[src/hw/rtl/kbd_diff_pkg.sv]
// ----------------------------------------------------------------------------
// kbd_diff_pkg
// Types and constants shared by the keyboard report differencer.
// ----------------------------------------------------------------------------
package kbd_diff_pkg;

   localparam int KEY_SLOTS     = 6;
   localparam int MOD_BITS      = 8;
   localparam int CODE_W        = 8;
   localparam int MOD_CODE_BASE = 224;
   localparam int EVT_HALF      = MOD_BITS + KEY_SLOTS;
   localparam int EVT_COUNT     = 2 * EVT_HALF;

   typedef logic [CODE_W-1:0] code_type;
   typedef logic [KEY_SLOTS-1:0][CODE_W-1:0] key_array_type;

   typedef struct packed {
      logic [7:0] modifier_bits;
      logic [7:0] key_slot0;
      logic [7:0] key_slot1;
      logic [7:0] key_slot2;
      logic [7:0] key_slot3;
      logic [7:0] key_slot4;
      logic [7:0] key_slot5;
   } req_type;

   typedef struct packed {
      logic [7:0] event_code;
      logic       is_press;
      logic       last_event;
   } rsp_type;

   // one report's worth of pending events, in emission order from bit 0
   typedef struct packed {
      logic                                load;
      logic [EVT_COUNT-1:0]                mask;
      logic [EVT_COUNT-1:0][CODE_W-1:0]    codes;
   } evt_batch_type;

endpackage

[src/hw/rtl/kbd_diff_lane.sv]
// ----------------------------------------------------------------------------
// kbd_diff_lane
// Flags one key slot whose nonzero code is absent from the other report.
// ----------------------------------------------------------------------------
module kbd_diff_lane (
   input  kbd_diff_pkg::code_type      slot_code,
   input  kbd_diff_pkg::key_array_type other_keys,
   output logic                        changed
);
   import kbd_diff_pkg::*;

   logic present;

   always_comb begin
      present = 1'b0;
      for (int i = 0; i < KEY_SLOTS; i++) begin
         if (other_keys[i] == slot_code) begin
            present = 1'b1;
         end
      end
      changed = (slot_code != '0) && !present;
   end

endmodule

[src/hw/rtl/kbd_diff_merge.sv]
// ----------------------------------------------------------------------------
// kbd_diff_merge
// Holds a report's event flags and sends them out one beat per cycle, while
// the output is not stalled, lowest flag first, through an output register.
// ----------------------------------------------------------------------------
module kbd_diff_merge (
   input  logic                        clock,
   input  logic                        reset,
   input  kbd_diff_pkg::evt_batch_type batch,
   output logic                        can_load,
   output logic                        rsp_valid,
   input  logic                        rsp_stall,
   output kbd_diff_pkg::rsp_type       rsp_data
);
   import kbd_diff_pkg::*;

   logic [EVT_COUNT-1:0]             pend_ff, pend_in;
   logic [EVT_COUNT-1:0][CODE_W-1:0] codes_ff, codes_in;
   logic                             rsp_valid_ff, rsp_valid_in;
   rsp_type                          rsp_data_ff, rsp_data_in;

   logic [EVT_COUNT-1:0] pick;
   logic [EVT_COUNT-1:0] rest;
   logic                 out_free;
   logic                 fire;
   code_type             sel_code;

   always_comb begin
      pick     = pend_ff & (~pend_ff + 1'b1);
      rest     = pend_ff & ~pick;
      out_free = !rsp_valid_ff || !rsp_stall;
      fire     = out_free && (pend_ff != '0);
      can_load = (pend_ff == '0) || (fire && (rest == '0));

      sel_code = '0;
      for (int i = 0; i < EVT_COUNT; i++) begin
         sel_code = sel_code | (codes_ff[i] & {CODE_W{pick[i]}});
      end

      if (batch.load) begin
         pend_in  = batch.mask;
         codes_in = batch.codes;
      end else begin
         pend_in  = fire ? rest : pend_ff;
         codes_in = codes_ff;
      end

      rsp_valid_in = rsp_valid_ff;
      rsp_data_in  = rsp_data_ff;
      if (fire) begin
         rsp_valid_in           = 1'b1;
         rsp_data_in.event_code = sel_code;
         rsp_data_in.is_press   = |pick[EVT_HALF-1:0];
         rsp_data_in.last_event = (rest == '0);
      end else if (!rsp_stall) begin
         rsp_valid_in = 1'b0;
      end
   end

   always_ff @(posedge clock) begin
      if (reset) begin
         pend_ff      <= '0;
         rsp_valid_ff <= 1'b0;
      end else begin
         pend_ff      <= pend_in;
         rsp_valid_ff <= rsp_valid_in;
      end
      codes_ff    <= codes_in;
      rsp_data_ff <= rsp_data_in;
   end

   assign rsp_valid = rsp_valid_ff;
   assign rsp_data  = rsp_data_ff;

endmodule

[src/hw/rtl/keyboard_report_diff_events_top.sv]
// ----------------------------------------------------------------------------
// keyboard_report_diff_events_top
// Boot keyboard report differencer: turns each report into key press and
// release events against the previously accepted report.
//
// req_ channel: one beat per report, a modifier byte and six key codes.
// rsp_ channel: one beat per event, presses first (modifiers in bit order
// as codes 224 to 231, then new keys in slot order), then releases found the
// same way; last_event marks the final beat of a report. A report with no
// change gives no beats.
// The first event of a report passes the pending-flag register and then
// the shared output register. Events leave one per cycle unless rsp_ is
// stalled; req_ is held while a report's events wait, and the next report
// is taken in the cycle its predecessor's last event is loaded, so reports
// follow back to back. Six slot lanes per direction compare all codes.
// Reset clears the stored report to all zero and drops pending events.
// A stall on rsp_ holds the output beat and, while events are pending,
// stalls req_.
// ----------------------------------------------------------------------------
module keyboard_report_diff_events_top (
   input  logic                  clock,
   input  logic                  reset,
   input  logic                  req_valid,
   output logic                  req_stall,
   input  kbd_diff_pkg::req_type req_data,
   output logic                  rsp_valid,
   input  logic                  rsp_stall,
   output kbd_diff_pkg::rsp_type rsp_data
);
   import kbd_diff_pkg::*;

   logic [MOD_BITS-1:0] old_mods_ff, old_mods_in;
   key_array_type       old_keys_ff, old_keys_in;

   key_array_type       new_keys;
   logic [KEY_SLOTS-1:0] press_hit;
   logic [KEY_SLOTS-1:0] release_hit;
   logic                can_load;
   logic                accept;
   evt_batch_type       batch;

   assign new_keys[0] = req_data.key_slot0;
   assign new_keys[1] = req_data.key_slot1;
   assign new_keys[2] = req_data.key_slot2;
   assign new_keys[3] = req_data.key_slot3;
   assign new_keys[4] = req_data.key_slot4;
   assign new_keys[5] = req_data.key_slot5;

   for (genvar g = 0; g < KEY_SLOTS; g++) begin : g_lane
      kbd_diff_lane u_press (
         .slot_code (new_keys[g]),
         .other_keys(old_keys_ff),
         .changed   (press_hit[g])
      );
      kbd_diff_lane u_release (
         .slot_code (old_keys_ff[g]),
         .other_keys(new_keys),
         .changed   (release_hit[g])
      );
   end

   assign accept    = req_valid && can_load;
   assign req_stall = !can_load;

   always_comb begin
      batch.load = accept;
      batch.mask = {release_hit,
                    old_mods_ff & ~req_data.modifier_bits,
                    press_hit,
                    req_data.modifier_bits & ~old_mods_ff};
      for (int b = 0; b < MOD_BITS; b++) begin
         batch.codes[b]            = code_type'(MOD_CODE_BASE + b);
         batch.codes[EVT_HALF + b] = code_type'(MOD_CODE_BASE + b);
      end
      for (int i = 0; i < KEY_SLOTS; i++) begin
         batch.codes[MOD_BITS + i]            = new_keys[i];
         batch.codes[EVT_HALF + MOD_BITS + i] = old_keys_ff[i];
      end

      old_mods_in = accept ? req_data.modifier_bits : old_mods_ff;
      old_keys_in = accept ? new_keys : old_keys_ff;
   end

   always_ff @(posedge clock) begin
      if (reset) begin
         old_mods_ff <= '0;
         old_keys_ff <= '0;
      end else begin
         old_mods_ff <= old_mods_in;
         old_keys_ff <= old_keys_in;
      end
   end

   kbd_diff_merge u_merge (
      .clock    (clock),
      .reset    (reset),
      .batch    (batch),
      .can_load (can_load),
      .rsp_valid(rsp_valid),
      .rsp_stall(rsp_stall),
      .rsp_data (rsp_data)
   );

endmodule
[config.mk]
export PLATFORM = sky130hd
export DESIGN_NAME = keyboard_report_diff_events_top
export DESIGN_NICKNAME = d
export VERILOG_FILES = /design/src/hw/rtl/kbd_diff_pkg.sv /design/src/hw/rtl/kbd_diff_lane.sv /design/src/hw/rtl/kbd_diff_merge.sv /design/src/hw/rtl/keyboard_report_diff_events_top.sv
export SDC_FILE = /design/constraint.sdc
export NUM_CORES = 1
export LEC_CHECK = 0
export ABC_CLOCK_PERIOD_IN_PS = 7200
export BUFFER_PORTS_ARGS = -buffer_cell sky130_fd_sc_hd__buf_2
export CAP_MARGIN = 25
export CORE_MARGIN = 3
export CORE_UTILIZATION = 45
export DETAILED_ROUTE_END_ITERATION = 6
export SYNTH_ARGS = -nofsm -noshare
export SYNTH_HDL_FRONTEND = slang
export SYNTH_SLANG_ARGS = --single-unit
[constraint.sdc]
create_clock -name clock -period 7.2 [get_ports clock]
set_input_delay 2.16 -clock clock [delete_from_list [all_inputs] [get_ports clock]]
set_output_delay 2.16 -clock clock [all_outputs]
set_load 0.01 [all_outputs]
==> key figures <==
Yosys
  – Synth area leaders: edfxtp_1 27%, dfxtp_1 14%, xor2_1 12%, xnor2_1 9.5%, nand2_1 5.4%
  – Yosys reg bits: 191
  – Ys flop type: edfxtp_1
  – Cell variety after synth: 62
  – Synth Cell Area: approximately 0.012 mm2
  – Cells after Synth: about 1300
  – Sequential area share after synthesis: 0.412
  – Synth warn: 0
  – Post-synth top area share: 0.269
  – Syn_nets: between 1000 and 1500
  – EDFF count, synth: between 100 and 150
  – Cell taking the most area after synthesis: edfxtp_1
  – Commonest cells post-synth: 172 x nand2_1, 160 x xor2_1, 128 x xnor2_1, 115 x clkbuf_1, 106 x edfxtp_1
  – Synth async-reset ratio: 0
  – Avg Inst Size Synth: 9.43 um2
  – Count leader, synth: nand2_1

Clocking
  – Cts-stage hold buffer count: 0
  – Clock Latency Late Sink: 0.45 ns
  – CTS tree: yes
  – Setup Buffers After CTS: 0
  – Clock slew at reported path FFs: 0.09 ns
  – H-Tree Depth: 4
  – Maximum clock path buffer count: 2
  – Clock Sinks: approximately 190
  – Clock root cell: clkbuf_16
  – Number of buffers created by CTS: 17
  – Post-CTS sizing: 0

Timing
  – Final WS setup: around 1.4 ns
  – Post-route minimum period: slightly below 6 ns
  – Fmax: 172 MHz
  – Fin Setup TNS: 0 ns
  – Fin crit share: 0.808
  – Hold Violations, Final: 0
  – RSZ-0062 raised after global routing: no
  – Rel. slew slack: 0.284
  – Slew Viols, Final: 0
  – Clock Skew: 0.0203 ns
  – Slew @ Worst Pin: 1.06 ns
  – Setup violators final: 0

Placement
  – Setup WS pre-CTS: between 1.5 and 2 ns
  – DP HPWL: 29400 um
  – GPL Wtd Cong: ~1
  – I/O Buffers: 71

Setup path
  – Critical path required time: approximately 5 ns
  – Crit start category: flip-flop
  – WS Path Type: flip-flop to primary output
  – Arrival time worst endpoint: 3.65 ns
  – Crit end category: primary output
  – Worst-path fanout max: 22

Floorplanning
  – Ports: a little over 70
  – Initial Util: 0.464
  – Core area: 0.0255 mm2
  – Die Wd: 168 um
  – Row cnt: 58
  – Die H: between 150 and 200 um
  – Die area: 0.0283 mm2

Global routing
  – Vias in the first global route: about 9500
  – GRT Residual Overflow: 0
  – Largest net degree at the start of global routing: 69
  – GRT Overall Usage: 0.292
  – Grt peak-use layer: met2
  – First-pass GRT wire length: 61800 um
  – Grt met2 use: 0.459
  – Met3 usage: 0.0556
  – Initial antenna violation count: 1
  – Met1 Resource Use GR: 0.395

Layout
  – Fin nets: approximately 1300
  – Area delta synth->final: 7.21%
  – Finished Core Util: 0.497
  – Layout cells sized above 1: 0.102

Detailed routing
  – Via-to-Cell Ratio: about 6.4
  – ANT nets after route: 0
  – Iter 0 DRT Violations: around 1400
  – WL final: 42000 um
  – First-pass iteration count of the detailed router: 5
  – DRC: 0
  – DR vias: roughly 10000
  – Wirelength per Cell: roughly 27 um

Job
  – Max Cap Viol: 0

Power
  – Power Density: between 400 and 500 mW/mm2
  – Overall power: between 5 and 6 mW
  – Pleak: between 4 and 5 nW
  – Worst VDD drop: between 0.6 and 0.7 mV

Min path
  – HP Class: flip-flop to flip-flop

Outcome
  – Status: completed
[power by group]
part	leakage, nW	switching (mW)	total, mW	internal, mW
Clock	0.296	0.487	0.985	0.498
Combinational	2.66	1.57	2.43	0.854
Sequential	1.70	0.377	2.14	1.77
[stage by stage]
step	hold WS (ns)	cell area (um2)	std cells
3_5_place_dp	0.459	12100	1528
6_report	0.468	12700	1561
2_1_floorplan	0.406	11900	1256
3_3_place_gp	0.448	12100	1528
4_1_cts	0.471	12700	1560
5_1_grt	0.486	12700	1560
[worst paths after layout]
kind	startpoint	end	slack, ns	cells past startpoint
max	u_merge.pend_ff[0]	req_stall	1.39	7
min	old_mods_ff[4]	old_mods_ff[4]	0.47	2
max reg2reg	u_merge.pend_ff[0]	batch[195]	2.44	8
min reg2reg	old_mods_ff[4]	old_mods_ff[4]	0.47	2
[routing by layer]
metal | wire [um] | up-vias
li1 | - | 4383
met2 | 19000 | 602
met5 | 0 | -
met4 | 1900 | 0
met3 | 4050 | 143
met1 | 17100 | 4786
[flip-flops by register name, indices dropped and copies added, names as in the netlist]
| name | count |
|---|---|
| u_merge.codes_ff | 96 |
| batch | 48 |
| u_merge.pend_ff | 28 |
| u_merge.rsp_data | 10 |
| old_mods_ff | 8 |
| u_merge.rsp_valid | 1 |
[final cells by class]
| type | instances | area (um2) |
|---|---|---|
| repair buffers | 82 | 438 |
| multi-input cells | 910 | 6310 |
| clock buffers | 17 | 425 |
| clock inverters | 15 | 170 |
| diodes | 1 | 2.50 |
| flip-flops and latches | 191 | 4880 |
| well taps | 330 | 413 |
| inverters | 15 | 58.8 |
| fillers | 2409 | 12800 |
[placed cells by master (no fill, tap or decap), drive strengths merged, types with 17 or more instances in the layout]
cell type    n
buf         82
clkbuf      17
nand2      172
nor4        78
nor2        36
inv         23
dfxtp       85
xnor2      128
xor2       160
nand4       44
o21ai       30
nand3       34
edfxtp     106
mux2i       57
[critical path: stages (launching register included)]
cell and delay, ns:
dfxtp_1 0.40, nor4_2 0.44, nand4_1 0.80, o41ai_1 0.68, nand3_1 0.13, nor4_1 0.35, a31oi_1 0.22, buf_2 0.19
[logic make-up after synthesis]
logic type	share of synthesized area
AO/OA/AOI/OAI	0.0851
multiplexers	0.0481
adder cells (fa/ha/maj)	0.00169
buffers and inverters	0.0570
XOR/XNOR	0.213
flip-flops	0.412
AND/OR/NAND/NOR	0.183
Power figures use the tool's default switching activity.
